**src/rtl/rgbup_pkg.sv**
```systemverilog
package rgbup_pkg;

  localparam int IDX_W   = 26;
  localparam int LEFT_W  = 10;
  localparam int TOP_W   = 10;
  localparam int SIDE_W  = 11;
  localparam int SCALE_W = 4;
  localparam int STRIDE_W = 14;
  localparam int ADDR_W  = 5;
  localparam int DATA_W  = 32;

  localparam int QDEPTH = 4;
  localparam int QPTR_W = 2;
  localparam int QCNT_W = 3;

  localparam logic [15:0] RED_MASK   = 16'hF800;
  localparam logic [15:0] GREEN_MASK = 16'h07E0;
  localparam logic [15:0] BLUE_MASK  = 16'h001F;

  typedef enum logic [2:0] {
    REG_LEFT   = 3'd0,
    REG_TOP    = 3'd1,
    REG_WIDTH  = 3'd2,
    REG_HEIGHT = 3'd3,
    REG_SCALE  = 3'd4,
    REG_STRIDE = 3'd5
  } rgbup_reg_t;

  typedef struct packed {
    logic [LEFT_W-1:0]   left;
    logic [TOP_W-1:0]    top;
    logic [SIDE_W-1:0]   width;
    logic [SIDE_W-1:0]   height;
    logic [SCALE_W-1:0]  scale;
    logic [STRIDE_W-1:0] stride;
  } rgbup_cfg_t;

  typedef struct packed {
    logic [IDX_W-1:0] col_base;
    logic [7:0]       red;
    logic [7:0]       green;
    logic [7:0]       blue;
    logic             region_end;
  } rgbup_entry_t;

endpackage

```
**src/rtl/rgbup_front.sv**
```systemverilog
module rgbup_front #(
  parameter int MAX_REGION_SIDE = 1024,
  parameter int MAX_SCALE = 8,
  parameter int CW = $clog2(MAX_REGION_SIDE),
  parameter int SW = $clog2(MAX_REGION_SIDE + 1),
  parameter int SC_W = $clog2(MAX_SCALE + 1)
) (
  input  logic                clk,
  input  logic                rst_n,
  input  logic                restart,
  input  rgbup_pkg::rgbup_cfg_t cfg,
  input  logic [SC_W-1:0]     s_eff,
  input  logic [SW-1:0]       w_eff,
  input  logic [SW-1:0]       h_eff,
  input  logic                in_valid,
  input  logic [15:0]         in_pixel_565,
  output logic                in_stall,
  input  logic                q_full,
  output logic                q_push,
  output rgbup_pkg::rgbup_entry_t q_data
);
  import rgbup_pkg::*;

  localparam int TS_W = TOP_W + SC_W;
  localparam int LS_W = LEFT_W + SC_W;

  logic [CW-1:0]    col_cnt_r, col_cnt_nxt;
  logic [CW-1:0]    row_cnt_r, row_cnt_nxt;
  logic [IDX_W-1:0] row_base_r, row_base_nxt;
  logic [IDX_W-1:0] col_base_r, col_base_nxt;
  logic [1:0]       prep_r, prep_nxt;
  logic [TS_W-1:0]  top_s_r;
  logic [LS_W-1:0]  left_s_r;
  logic [IDX_W-1:0] row_step_r;
  logic [IDX_W-1:0] origin_r, origin_nxt;
  logic             accept, last_col, last_row;

  // The origin is built over two register stages, so the input is held off
  // after reset and after every register write while the origin is rebuilt.
  assign origin_nxt = IDX_W'(32'(top_s_r) * 32'(cfg.stride) + 32'(left_s_r));

  always_ff @(posedge clk) begin
    top_s_r    <= TS_W'(32'(cfg.top) * 32'(s_eff));
    left_s_r   <= LS_W'(32'(cfg.left) * 32'(s_eff));
    row_step_r <= IDX_W'(32'(s_eff) * 32'(cfg.stride));
    origin_r   <= origin_nxt;
  end

  assign in_stall = (prep_r != 2'd0) || q_full;
  assign accept   = in_valid && !in_stall;
  assign last_col = (32'(col_cnt_r) + 32'd1) >= 32'(w_eff);
  assign last_row = (32'(row_cnt_r) + 32'd1) >= 32'(h_eff);

  assign q_push              = accept;
  assign q_data.col_base     = col_base_r;
  assign q_data.red          = 8'(((in_pixel_565 & RED_MASK) >> 11) << 3);
  assign q_data.green        = 8'(((in_pixel_565 & GREEN_MASK) >> 5) << 2);
  assign q_data.blue         = 8'((in_pixel_565 & BLUE_MASK) << 3);
  assign q_data.region_end   = last_col && last_row;

  always_comb begin
    col_cnt_nxt  = col_cnt_r;
    row_cnt_nxt  = row_cnt_r;
    row_base_nxt = row_base_r;
    col_base_nxt = col_base_r;
    prep_nxt     = prep_r;
    if (restart) begin
      col_cnt_nxt = '0;
      row_cnt_nxt = '0;
      prep_nxt    = 2'd2;
    end else if (prep_r != 2'd0) begin
      prep_nxt = prep_r - 2'd1;
      if (prep_r == 2'd1) begin
        row_base_nxt = origin_nxt;
        col_base_nxt = origin_nxt;
      end
    end else if (accept) begin
      if (!last_col) begin
        col_cnt_nxt  = col_cnt_r + CW'(1);
        col_base_nxt = col_base_r + IDX_W'(s_eff);
      end else if (!last_row) begin
        col_cnt_nxt  = '0;
        row_cnt_nxt  = row_cnt_r + CW'(1);
        row_base_nxt = row_base_r + row_step_r;
        col_base_nxt = row_base_r + row_step_r;
      end else begin
        col_cnt_nxt  = '0;
        row_cnt_nxt  = '0;
        row_base_nxt = origin_r;
        col_base_nxt = origin_r;
      end
    end
  end

  always_ff @(posedge clk) begin
    if (!rst_n) begin
      col_cnt_r <= '0;
      row_cnt_r <= '0;
      prep_r    <= 2'd2;
    end else begin
      col_cnt_r <= col_cnt_nxt;
      row_cnt_r <= row_cnt_nxt;
      prep_r    <= prep_nxt;
    end
    row_base_r <= row_base_nxt;
    col_base_r <= col_base_nxt;
  end

endmodule

```
**src/rtl/rgbup_fifo.sv**
```systemverilog
module rgbup_fifo (
  input  logic                    clk,
  input  logic                    rst_n,
  input  logic                    push,
  input  rgbup_pkg::rgbup_entry_t push_data,
  output logic                    full,
  input  logic                    pop,
  output logic                    not_empty,
  output rgbup_pkg::rgbup_entry_t pop_data
);
  import rgbup_pkg::*;

  rgbup_entry_t      mem_r [QDEPTH];
  logic [QPTR_W-1:0] wr_ptr_r, wr_ptr_nxt;
  logic [QPTR_W-1:0] rd_ptr_r, rd_ptr_nxt;
  logic [QCNT_W-1:0] cnt_r, cnt_nxt;

  assign full      = cnt_r == QCNT_W'(QDEPTH);
  assign not_empty = cnt_r != '0;
  assign pop_data  = mem_r[rd_ptr_r];

  always_comb begin
    wr_ptr_nxt = push ? wr_ptr_r + QPTR_W'(1) : wr_ptr_r;
    rd_ptr_nxt = pop ? rd_ptr_r + QPTR_W'(1) : rd_ptr_r;
    cnt_nxt    = cnt_r + QCNT_W'(push) - QCNT_W'(pop);
  end

  always_ff @(posedge clk) begin
    if (!rst_n) begin
      wr_ptr_r <= '0;
      rd_ptr_r <= '0;
      cnt_r    <= '0;
    end else begin
      wr_ptr_r <= wr_ptr_nxt;
      rd_ptr_r <= rd_ptr_nxt;
      cnt_r    <= cnt_nxt;
    end
    if (push) begin
      mem_r[wr_ptr_r] <= push_data;
    end
  end

endmodule

```
**src/rtl/rgbup_back.sv**
```systemverilog
module rgbup_back #(
  parameter int MAX_SCALE = 8,
  parameter int SC_W = $clog2(MAX_SCALE + 1)
) (
  input  logic                    clk,
  input  logic                    rst_n,
  input  logic [SC_W-1:0]         s_eff,
  input  logic [rgbup_pkg::STRIDE_W-1:0] stride,
  input  logic                    q_not_empty,
  input  rgbup_pkg::rgbup_entry_t q_data,
  output logic                    q_pop,
  output logic                    out_valid,
  input  logic                    out_stall,
  output logic [rgbup_pkg::IDX_W-1:0] out_target_index,
  output logic [7:0]              out_red,
  output logic [7:0]              out_green,
  output logic [7:0]              out_blue,
  output logic                    out_last_replica,
  output logic                    out_region_done
);
  import rgbup_pkg::*;

  rgbup_entry_t     ent_r, ent_nxt;
  logic             busy_r, busy_nxt;
  logic [SC_W-1:0]  dx_r, dx_nxt, dy_r, dy_nxt;
  logic [IDX_W-1:0] idx_r, idx_nxt, rowst_r, rowst_nxt;
  logic             ov_r, ov_nxt;
  logic [IDX_W-1:0] o_idx_r;
  logic [7:0]       o_red_r, o_green_r, o_blue_r;
  logic             o_last_r, o_done_r;
  logic             emit, dx_last, dy_last, fin;

  // A replica moves into the output register whenever it is empty or is being
  // taken in the same cycle, so a pixel's replicas leave back to back.
  assign emit    = busy_r && (!ov_r || !out_stall);
  assign dx_last = (32'(dx_r) + 32'd1) == 32'(s_eff);
  assign dy_last = (32'(dy_r) + 32'd1) == 32'(s_eff);
  assign fin     = dx_last && dy_last;
  assign q_pop   = q_not_empty && (!busy_r || (emit && fin));

  always_comb begin
    ent_nxt   = ent_r;
    busy_nxt  = busy_r;
    dx_nxt    = dx_r;
    dy_nxt    = dy_r;
    idx_nxt   = idx_r;
    rowst_nxt = rowst_r;
    if (q_pop) begin
      ent_nxt   = q_data;
      busy_nxt  = 1'b1;
      dx_nxt    = '0;
      dy_nxt    = '0;
      idx_nxt   = q_data.col_base;
      rowst_nxt = q_data.col_base;
    end else if (emit && fin) begin
      busy_nxt = 1'b0;
    end else if (emit) begin
      if (dx_last) begin
        dx_nxt    = '0;
        dy_nxt    = dy_r + SC_W'(1);
        rowst_nxt = rowst_r + IDX_W'(stride);
        idx_nxt   = rowst_r + IDX_W'(stride);
      end else begin
        dx_nxt  = dx_r + SC_W'(1);
        idx_nxt = idx_r + IDX_W'(1);
      end
    end
  end

  always_comb begin
    ov_nxt = ov_r;
    if (emit) begin
      ov_nxt = 1'b1;
    end else if (!out_stall) begin
      ov_nxt = 1'b0;
    end
  end

  always_ff @(posedge clk) begin
    if (!rst_n) begin
      busy_r <= 1'b0;
      ov_r   <= 1'b0;
    end else begin
      busy_r <= busy_nxt;
      ov_r   <= ov_nxt;
    end
    ent_r   <= ent_nxt;
    dx_r    <= dx_nxt;
    dy_r    <= dy_nxt;
    idx_r   <= idx_nxt;
    rowst_r <= rowst_nxt;
    if (emit) begin
      o_idx_r   <= idx_r;
      o_red_r   <= ent_r.red;
      o_green_r <= ent_r.green;
      o_blue_r  <= ent_r.blue;
      o_last_r  <= fin;
      o_done_r  <= fin && ent_r.region_end;
    end
  end

  assign out_valid        = ov_r;
  assign out_target_index = o_idx_r;
  assign out_red          = o_red_r;
  assign out_green        = o_green_r;
  assign out_blue         = o_blue_r;
  assign out_last_replica = o_last_r;
  assign out_region_done  = o_done_r;

endmodule

```
**src/rtl/rgb565_region_upscaler_unit.sv**
```systemverilog
// A pixel passes through the queue and the entry and output registers. Each
// source pixel gives scale*scale replicas, one per cycle from the back end unless
// the output stalls; a four-entry queue lets the front take pixels while replicas
// drain. Reset (synchronous, active low) and every register write restart the
// region at its first pixel and stall the input while the origin is rebuilt.
module rgb565_region_upscaler_unit #(
  parameter int MAX_REGION_SIDE = 1024,
  parameter int MAX_SCALE = 8
) (
  input  logic        clk,
  input  logic        rst_n,
  input  logic        in_valid,
  output logic        in_stall,
  input  logic [15:0] in_pixel_565,
  output logic        out_valid,
  input  logic        out_stall,
  output logic [rgbup_pkg::IDX_W-1:0] out_target_index,
  output logic [7:0]  out_red,
  output logic [7:0]  out_green,
  output logic [7:0]  out_blue,
  output logic        out_last_replica,
  output logic        out_region_done,
  input  logic        cfg_psel,
  input  logic        cfg_penable,
  input  logic        cfg_pwrite,
  input  logic [rgbup_pkg::ADDR_W-1:0] cfg_paddr,
  input  logic [rgbup_pkg::DATA_W-1:0] cfg_pwdata,
  output logic [rgbup_pkg::DATA_W-1:0] cfg_prdata,
  output logic        cfg_pready
);
  import rgbup_pkg::*;

  localparam int CW   = $clog2(MAX_REGION_SIDE);
  localparam int SW   = $clog2(MAX_REGION_SIDE + 1);
  localparam int SC_W = $clog2(MAX_SCALE + 1);

  rgbup_cfg_t   cfg_r, cfg_nxt;
  logic         wr_en, restart;
  logic [2:0]   reg_sel;
  logic [SC_W-1:0] s_eff;
  logic [SW-1:0]   w_eff, h_eff;
  logic         q_push, q_full, q_pop, q_not_empty;
  rgbup_entry_t q_wdata, q_rdata;

  assign cfg_pready = 1'b1;
  assign wr_en      = cfg_psel && cfg_penable && cfg_pwrite;
  assign reg_sel    = cfg_paddr[4:2];

  always_comb begin
    cfg_nxt = cfg_r;
    restart = 1'b0;
    if (wr_en) begin
      restart = 1'b1;
      case (reg_sel)
        REG_LEFT:   cfg_nxt.left   = cfg_pwdata[LEFT_W-1:0];
        REG_TOP:    cfg_nxt.top    = cfg_pwdata[TOP_W-1:0];
        REG_WIDTH:  cfg_nxt.width  = cfg_pwdata[SIDE_W-1:0];
        REG_HEIGHT: cfg_nxt.height = cfg_pwdata[SIDE_W-1:0];
        REG_SCALE:  cfg_nxt.scale  = cfg_pwdata[SCALE_W-1:0];
        REG_STRIDE: cfg_nxt.stride = cfg_pwdata[STRIDE_W-1:0];
        default:    restart = 1'b0;
      endcase
    end
  end

  always_comb begin
    case (reg_sel)
      REG_LEFT:   cfg_prdata = DATA_W'(cfg_r.left);
      REG_TOP:    cfg_prdata = DATA_W'(cfg_r.top);
      REG_WIDTH:  cfg_prdata = DATA_W'(cfg_r.width);
      REG_HEIGHT: cfg_prdata = DATA_W'(cfg_r.height);
      REG_SCALE:  cfg_prdata = DATA_W'(cfg_r.scale);
      REG_STRIDE: cfg_prdata = DATA_W'(cfg_r.stride);
      default:    cfg_prdata = '0;
    endcase
  end

  always_ff @(posedge clk) begin
    if (!rst_n) begin
      cfg_r.left   <= '0;
      cfg_r.top    <= '0;
      cfg_r.width  <= SIDE_W'(1);
      cfg_r.height <= SIDE_W'(1);
      cfg_r.scale  <= SCALE_W'(2);
      cfg_r.stride <= STRIDE_W'(2048);
    end else begin
      cfg_r <= cfg_nxt;
    end
  end

  // Zero is taken as one and anything past the maximum saturates.
  always_comb begin
    if (cfg_r.scale == '0) begin
      s_eff = SC_W'(1);
    end else if (32'(cfg_r.scale) > 32'(MAX_SCALE)) begin
      s_eff = SC_W'(MAX_SCALE);
    end else begin
      s_eff = SC_W'(cfg_r.scale);
    end
    if (cfg_r.width == '0) begin
      w_eff = SW'(1);
    end else if (32'(cfg_r.width) > 32'(MAX_REGION_SIDE)) begin
      w_eff = SW'(MAX_REGION_SIDE);
    end else begin
      w_eff = SW'(cfg_r.width);
    end
    if (cfg_r.height == '0) begin
      h_eff = SW'(1);
    end else if (32'(cfg_r.height) > 32'(MAX_REGION_SIDE)) begin
      h_eff = SW'(MAX_REGION_SIDE);
    end else begin
      h_eff = SW'(cfg_r.height);
    end
  end

  rgbup_front #(
    .MAX_REGION_SIDE(MAX_REGION_SIDE),
    .MAX_SCALE(MAX_SCALE),
    .CW(CW),
    .SW(SW),
    .SC_W(SC_W)
  ) u_front (
    .clk(clk),
    .rst_n(rst_n),
    .restart(restart),
    .cfg(cfg_r),
    .s_eff(s_eff),
    .w_eff(w_eff),
    .h_eff(h_eff),
    .in_valid(in_valid),
    .in_pixel_565(in_pixel_565),
    .in_stall(in_stall),
    .q_full(q_full),
    .q_push(q_push),
    .q_data(q_wdata)
  );

  rgbup_fifo u_fifo (
    .clk(clk),
    .rst_n(rst_n),
    .push(q_push),
    .push_data(q_wdata),
    .full(q_full),
    .pop(q_pop),
    .not_empty(q_not_empty),
    .pop_data(q_rdata)
  );

  rgbup_back #(
    .MAX_SCALE(MAX_SCALE),
    .SC_W(SC_W)
  ) u_back (
    .clk(clk),
    .rst_n(rst_n),
    .s_eff(s_eff),
    .stride(cfg_r.stride),
    .q_not_empty(q_not_empty),
    .q_data(q_rdata),
    .q_pop(q_pop),
    .out_valid(out_valid),
    .out_stall(out_stall),
    .out_target_index(out_target_index),
    .out_red(out_red),
    .out_green(out_green),
    .out_blue(out_blue),
    .out_last_replica(out_last_replica),
    .out_region_done(out_region_done)
  );

endmodule

```
**config.mk**
```make
export PLATFORM = sky130hd
export DESIGN_NAME = rgb565_region_upscaler_unit
export DESIGN_NICKNAME = d
export VERILOG_FILES = /design/src/rtl/rgbup_pkg.sv /design/src/rtl/rgbup_front.sv /design/src/rtl/rgbup_fifo.sv /design/src/rtl/rgbup_back.sv /design/src/rtl/rgb565_region_upscaler_unit.sv
export SDC_FILE = /design/constraint.sdc
export NUM_CORES = 1
export LEC_CHECK = 0
export BUFFER_PORTS_ARGS = -buffer_cell sky130_fd_sc_hd__buf_2
export CAP_MARGIN = 10
export CORE_UTILIZATION = 45
export CTS_BUF_LIST = sky130_fd_sc_hd__clkbuf_4 sky130_fd_sc_hd__clkbuf_8 sky130_fd_sc_hd__clkbuf_16
export DETAILED_ROUTE_END_ITERATION = 8
export PLACE_DENSITY_LB_ADDON = 0.3
export SLEW_MARGIN = 20
export SYNTH_ARGS = -nofsm -noshare
export SYNTH_HDL_FRONTEND = slang
export SYNTH_SLANG_ARGS = --single-unit
```
**constraint.sdc**
```tcl
create_clock -name clk -period 15.1 [get_ports clk]
set_input_delay 3.02 -clock clk [delete_from_list [all_inputs] [get_ports clk]]
set_output_delay 3.02 -clock clk [all_outputs]
set_load 0.01 [all_outputs]
```
==> results of run 1 <==
-- area by class of cell --
class / count / area (sq um)
flip-flops and latches: 510 / 13600
clock inverters: 26 / 297
inverters: 294 / 1110
well taps: 959 / 1200
clock buffers: 72 / 1500
multi-input cells: 2233 / 18300
diodes: 1 / 2.50
repair buffers: 140 / 803
fillers: 6639 / 36700
-- path summary, 6_finish.rpt --
path / from / to / depth (start not counted)
setup / recovery: cfg_paddr[2] / cfg_prdata[9] / 5
hold / removal: u_back.ent_r[13] / u_back.out_green[4] / 0
setup reg to reg: cfg_r[6] / u_front.row_base_r[24] / 20
hold reg to reg: u_back.ent_r[13] / u_back.out_green[4] / 0
-- cells by family (layout without fill, tap and decap cells) --
kind of cell / after synthesis / count (layout) / synth area share (%)
flip-flops: 510 / 510 / 40.4
AND/OR/NAND/NOR: 998 / 998 / 14.4
XOR/XNOR: 173 / 173 / 4.51
multiplexers: 118 / 118 / 5.16
buffers and inverters: 457 / 532 / 5.54
adder cells (fa/ha/maj): 424 / 424 / 20.6
AO/OA/AOI/OAI: 493 / 493 / 9.37
other: 2 / 28 / 0.0223
-- routing by layer --
layer | GRT usage, % | vias to the layer above
met5 | 0 | -
met1 | 30.0 | 11100
met3 | 2.78 | 83
li1 | - | 10900
met2 | 32.2 | 565
met4 | 5.82 | 0
-- Yosys cell counts, drive strengths merged, types with 9 or more instances --
master and n:
and2 176, a21oi 129, nand2 389, fa 214
dfxtp 173, nor2b 40, or3 12, nand3 62
nand2b 16, o21a 12, buf 50, or2 9
clkbuf 113, o21ai 118, a211oi 20, a21boi 37
inv 291, xor2 73, nor2 155, o21bai 19
a31oi 28, mux4 43, xnor2 100, and3 69
a21o 42, o211ai 20, nand3b 16, ha 210
edfxtp 337, nor3 24, nand4 12, mux2 11
mux2i 64
-- metrics by stage --
stage / total power [uW] / setup WS (ps) / util (%)
global route: 4530 / 7170 / 50.1
finish: 4310 / 7330 / 50.1
CTS: 4340 / 7390 / 50.1
global placement: 2970 / 7360 / 47.6
floorplan: 2700 / 7920 / -
detailed placement: 2990 / 7400 / 47.6
-- critical path: stages --
cell      delay (ps)
buf_2            270
nor2_1           770
a22oi_1          250
o221ai_1         240
buf_2            170
-- power by group through the flow --
stage,sequential (uW),combinational (uW),clock (uW)
floorplan,1980,717,0
global placement,2000,973,0
detailed placement,2010,980,0
CTS,1980,984,1380
global route,2010,1100,1430
finish,1980,979,1350
-- flip-flops by register name, indices dropped and copies added (netlist names), 3 cells and up, named ones only --
name / flops
u_fifo.mem_r: 172
u_front.left_s_r: 14
u_front.row_step_r: 18
u_front.origin_r: 26
u_back.rowst_r: 26
u_front.row_base_r: 26
cfg_r: 60
u_back.out_red: 5
u_back.out_target_index: 26
u_back.out_green: 6
u_front.col_cnt_r: 10
u_back.dx_r: 4
u_back.out_blue: 5
u_back.idx_r: 26
u_fifo.cnt_r: 3
u_front.row_cnt_r: 10
u_front.col_base_r: 26
u_back.dy_r: 4
u_back.ent_r: 17
u_front.top_s_r: 14
==> metrics.md, run 1 <==
| Metric | Value |
|---|---|
| Routed via count | 22.7k |
| Min cycle time layout | 7770 ps |
| Post-synth top area share | 30.1% |
| IO Count | 147 |
| Setup Buffers After CTS | 0 |
| Leakage Power | 0.0157 uW |
| Critical Path RT | 12080 ps |
| Syn Area/Cell | 10.6 sq um |
| Max Clk Rate | 0.129 GHz |
| Worst hold path type | reg -> reg |
| Final Setup Violations | 0 |
| Power Density | 117 nW/um^2 |
| Clk buf depth | 3 |
| Comb power frac | 22.7% |
| Flop-to-flop setup slack | 7920 ps |
| Pre-antenna DRT Iters | 5 |
| Initial Util | 45.7% |
| Pin count of the biggest net entering global routing | 51 |
| Vias in the first global route | 22.5k |
| Post-synthesis cell count | 3175 |
| Met3 WL | 4.09 mm |
| Net load switching power | 1300 uW |
| Iter 0 DRT Violations | 1473 |
| Cts repair resizes | 0 |
| Total GRT Usage | 20.6% |
| Ratio of final minimum period to clock period | 51.4% |
| Switching share of power | 30.1% |
| Startpoint Class | input port |
| Distinct cells, synth | 82 |
| Ys Warns | 0 |
| IO Port Bufs | 99 |
| Post-synth top area cell | edfxtp_1 |
| Max cap viols | 0 |
| Width of the chip | 275 um |
| RSZ-0062 raised after global routing | no |
| Post-route cell area | 36800 sq um |
| Top routing layer used | met4 |
| Reg clk slew, reported paths | 60 ps |
| CP Class | in -> out |
| Die footprint | 75800 sq um |
| Pint | 3010 uW |
| Relative slew slack | 23.1% |
| Placed insts | 4136 |
| DRT met1 WL | 36.3 mm |
| Crit path capture type | output port |
| CTS root buf | clkbuf_16 |
| Ys flop type | edfxtp_1 |
| Final WL | 76.0 mm |
| #FFs+latches synth | 510 |
| CTS Sinks | 510 |
| Cts-stage hold buffer count | 0 |
| Area growth syn-to-layout | 9.48% |
| Commonest non-fill, non-tap cells in the layout | 389 x nand2_1, 337 x edfxtp_1, 287 x inv_1 |
| Setup TNS | 0 ps |
| Clk_skew | 24.2 ps |
| Reg power frac | 46.0% |
| H-Tree Depth | 2 |
| Vias per inst | 5.37 |
| HPWL after DPL | 54.9 mm |
| Clock Latency Late Sink | 600 ps |
| Met2 Wirelength | 33.8 mm |
| Most common cell after layout, fill and taps aside | nand2_1 |
| Slew Limit Fails | 0 |
| Hold WS | 419 ps |
| Area of the mapped netlist | 33600 sq um |
| Core area | 73500 sq um |
| Proportion of layout cells with a drive suffix above 1 | 9.98% |
| DRT antenna net count | 0 |
| Sequential area share after synthesis | 40.4% |
| Total grt overflow | 0 |
| CTS Buf Count | 53 |
| Outcome | finished, final reports clean |
| Post-synth EDFFs | 337 |
| Final hold violation count | 0 |
| CTS tree | yes |
| CP Max Fanout | 22 |
| Antenna violations before repair | 1 |
| Clock power frac | 31.3% |
| Nets@finish | 3716 |
| Ys async rst share | 0% |
| Placer Congestion | 0.862 |
| Fin cells | 4235 |
| Row count | 99 |
| Peak supply drop | 83.3 uV |
| Chip Height | 275 um |
| First-pass GRT wire length | 123 mm |
| Actual slew at the worst max-slew pin | 1150 ps |
| Most area-consuming cells after synthesis | edfxtp_1 30%, fa_1 13%, dfxtp_1 10%, ha_1 7.8%, nand2_1 4.3% |
| Routed wire per std cell | 18.0 um |
| Remaining DRCs | 0 |
| DP Area | 35000 sq um |
| Arrival time worst endpoint | 4750 ps |
(Power assumes the default switching activity.)
==> run 2, diff against run 1 <==
- clock period: 15.1 -> 7.35 ns (I/O delays scaled with it)
==> run 2 against run 1 <==
- non-clock buffer count rose by 6
- critical path depth up 16
- combinational power is 110% higher
- critical endpoint is now u_front.row_base_r[24]
- global-route usage down 0.33 points
- clock skew up 14 ps
- sequential cell count unchanged
- critical path type is now reg -> reg
- cell area increased by 0.42%
- utilization grew 0.21 points
- worst hold slack lost 1.4 ps
==> metrics.md, run 2 (synthesis gave the netlist of run 1 again) <==
| Metric | Value |
|---|---|
| Reg clk slew, reported paths | 60 ps (about the same) |
| CTS root buf | clkbuf_16 |
| Pre-antenna DRT Iters | 5 (unchanged) |
| Area growth syn-to-layout | 9.94% |
| Max reg flops | 172 (unchanged) |
| Chip Height | 275 um (unchanged) |
| Most common cell after layout, fill and taps aside | nand2_1 |
| Setup Buffers After CTS | 0 (unchanged) |
| Pin count of the biggest net entering global routing | 72 (+41%) |
| Row count | 99 (unchanged) |
| Leakage Power | 0.0158 uW (+0.49%) |
| Width of the chip | 275 um (unchanged) |
| Cts repair resizes | 0 (unchanged) |
| CP Max Fanout | 14 (-36%) |
| Power Density | 242 nW/um^2 (+110%) |
| Slew Limit Fails | 0 (unchanged) |
| Final Setup Violations | 0 (unchanged) |
| First-pass GRT wire length | 121 mm (-1.3%) |
| FF-to-FF End | u_front.row_base_r[24] |
| Clock power frac | 32.0% (+0.7 points) |
| Relative slew slack | 23.2% (+0.13 points) |
| Slowest-stage cell, CP | fa_1 |
| Vias in the first global route | 22.5k (+0.30%) |
| H-Tree Depth | 2 (unchanged) |
| Biggest register | u_fifo.mem_r |
| Final core utilization | 50.3% (+0.21 points) |
| Switching share of power | 30.3% (+0.19 points) |
| CP Class | reg -> reg |
| Crit path capture type | flip-flop |
| Worst r2r path cells | 21 (+5.0%) |
| Placer Congestion | 0.872 (+1.2%) |
| Arrival time worst endpoint | 7180 ps (+2430 ps) |
| Net load switching power | 2710 uW (+110%) |
| Iter 0 DRT Violations | 1324 (-10%) |
| Regs by FF count | u_fifo.mem_r: 172 flops, cfg_r: 60 flops |
| Comb power frac | 22.7% (about the same) |
| Min cycle time layout | 6830 ps |
| Flop-to-flop setup slack | 520 ps (-7400 ps) |
| CTS Sinks | 510 (unchanged) |
| Reg power frac | 45.3% (-0.7 points) |
| Nets@finish | 3723 (+0.19%) |
| CTS Buf Count | 54 (+1.9%) |
| Crit path max-delay family | adder cells |
| Final WL | 76.2 mm (+0.24%) |
| IO Count | 147 (unchanged) |
| Worst hold path type | reg -> reg |
| CP peak stage delay | 550 ps (-220 ps) |
| Max cap viols | 0 (unchanged) |
| Vias per inst | 5.34 (-0.48%) |
| Pint | 6230 uW (+110%) |
| Antenna violations before repair | 5 (+4) |
| RSZ-0062 raised after global routing | no |
| Hold path cells | 0 (unchanged) |
| Final hold violation count | 0 (unchanged) |
| DRT antenna net count | 0 (unchanged) |
| Remaining DRCs | 0 (unchanged) |
| Routed via count | 22.7k (-0.31%) |
| Actual slew at the worst max-slew pin | 1150 ps (-1.91 ps) |
| Initial Util | 45.7% (unchanged) |
| Critical path buffers and inverters | 5 (+3) |
| Hold Path Sink | u_back.out_red[3] |
| Setup TNS | 0 ps (unchanged) |
| Total grt overflow | 0 (unchanged) |
| Peak supply drop | 198 uV (+140%) |
| Clk_skew | 38.7 ps (+14.5 ps) |
| Routed wire per std cell | 18.0 um (about the same) |
| Hold path start | u_back.ent_r[20] |
| Clock Latency Late Sink | 640 ps (+40 ps) |
| IO Port Bufs | 99 (unchanged) |
| RR Startpoint | u_front.top_s_r[7] |
| Critical Path RT | 7700 ps (-4380 ps) |
| Die footprint | 75800 sq um (unchanged) |
| Ratio of final minimum period to clock period | 93.0% |
| Outcome | finished, final reports clean |
| Startpoint Class | flip-flop |
| Fill cells | 6642 (+0.045%) |
| Cts-stage hold buffer count | 0 (unchanged) |
| Crit-path cells | and2_1 -> fa_1 -> inv_1 -> fa_1 -> inv_1 -> fa_1 -> fa_1 -> fa_1 -> inv_1 -> fa_1 -> inv_1 -> ha_1 -> o21ai_0 -> nor2_1 -> a21oi_1 -> o41ai_1 -> buf_4 -> a211oi_1 -> a21oi_1 -> mux2_2 -> or2_2 |
| CP Launch Point | u_front.top_s_r[7] |
| Hold WS | 418 ps (-1.36 ps) |
| HPWL after DPL | 56.4 mm (+2.7%) |
| Commonest non-fill, non-tap cells in the layout | 389 x nand2_1, 337 x edfxtp_1, 287 x inv_1 |
| Clk buf depth | 3 (unchanged) |
| Proportion of layout cells with a drive suffix above 1 | 10.2% (+0.25 points) |
| Max Clk Rate | 0.146 GHz |
| CTS tree | yes |
| Antenna Cells | 0 (-1) |
| Core area | 73500 sq um (unchanged) |
| CP most frequent cell | fa_1 |
| Total GRT Usage | 20.3% (-0.33 points) |
-- run 2: cell count changes in the layout (fill, tap and decap cells not counted), sizes merged --
| cell | before | now |
|---|---|---|
| buf | 140 | 146 |
| clkbuf | 72 | 68 |
| clkinv | 19 | 23 |
| clkinvlp | 2 | 4 |
| diode | 1 | 0 |
-- run 2: worst max path at each step --
stage,endpoint,slack (ps),cells past startpoint
final,u_front.row_base_r[24],520,21
after global routing,u_front.row_base_r[24],120,21
after CTS,u_front.row_base_r[24],490,21
after detailed placement,u_front.row_base_r[24],540,21
after global placement,u_front.row_base_r[24],570,23
after floorplan,u_front.row_base_r[24],950,22
-- run 2: final cells by class --
class	instances	area, sq um	area share [%]
clock buffers	68	1520	4.10
clock inverters	32	372	1.01
inverters	294	1110	2.99
multi-input cells	2233	18300	49.5
flip-flops and latches	510	13600	36.8
well taps	959	1200	3.25
repair buffers	146	861	2.33
-- run 2: metal layers --
layer,vias to the layer above,routed length [um],global-route usage (%)
li1,10900,-,-
met1,11100,35200,27.9
met2,524,35100,33.5
met3,100,4160,3.37
met4,2,1700,5.05
met5,-,12,0
-- run 2: per-stage QoR --
step                      worst slack, ps  instances  area (sq um)  power, uW
after floorplan                       953       3200         33700       5540
after global placement                569       4141         35000       6090
after detailed placement              542       4141         35000       6140
after CTS                             491       4241         36900       9010
after global routing                  124       4242         36900       9380
final                                 516       4242         36900       8950
-- run 2: worst register-to-register path, cell delays in order (launching register included) --
cell and delay [ps]:
dfxtp_1 500, and2_1 290, fa_1 530, inv_1 50, fa_1 530, inv_1 50
fa_1 530, fa_1 450, fa_1 550, inv_1 50, fa_1 540, inv_1 50
ha_1 420, o21ai_0 130, nor2_1 100, a21oi_1 150, o41ai_1 390, buf_4 200
a211oi_1 100, a21oi_1 270, mux2_2 390, or2_2 290
-- run 2: power groups by stage --
stage | sequential, uW | combinational [uW] | clock [uW]
2_1_floorplan | 4070 | 1470 | 0
3_3_place_gp | 4090 | 2000 | 0
3_5_place_dp | 4110 | 2020 | 0
4_1_cts | 4050 | 2030 | 2920
5_1_grt | 4110 | 2260 | 3020
6_report | 4050 | 2030 | 2860
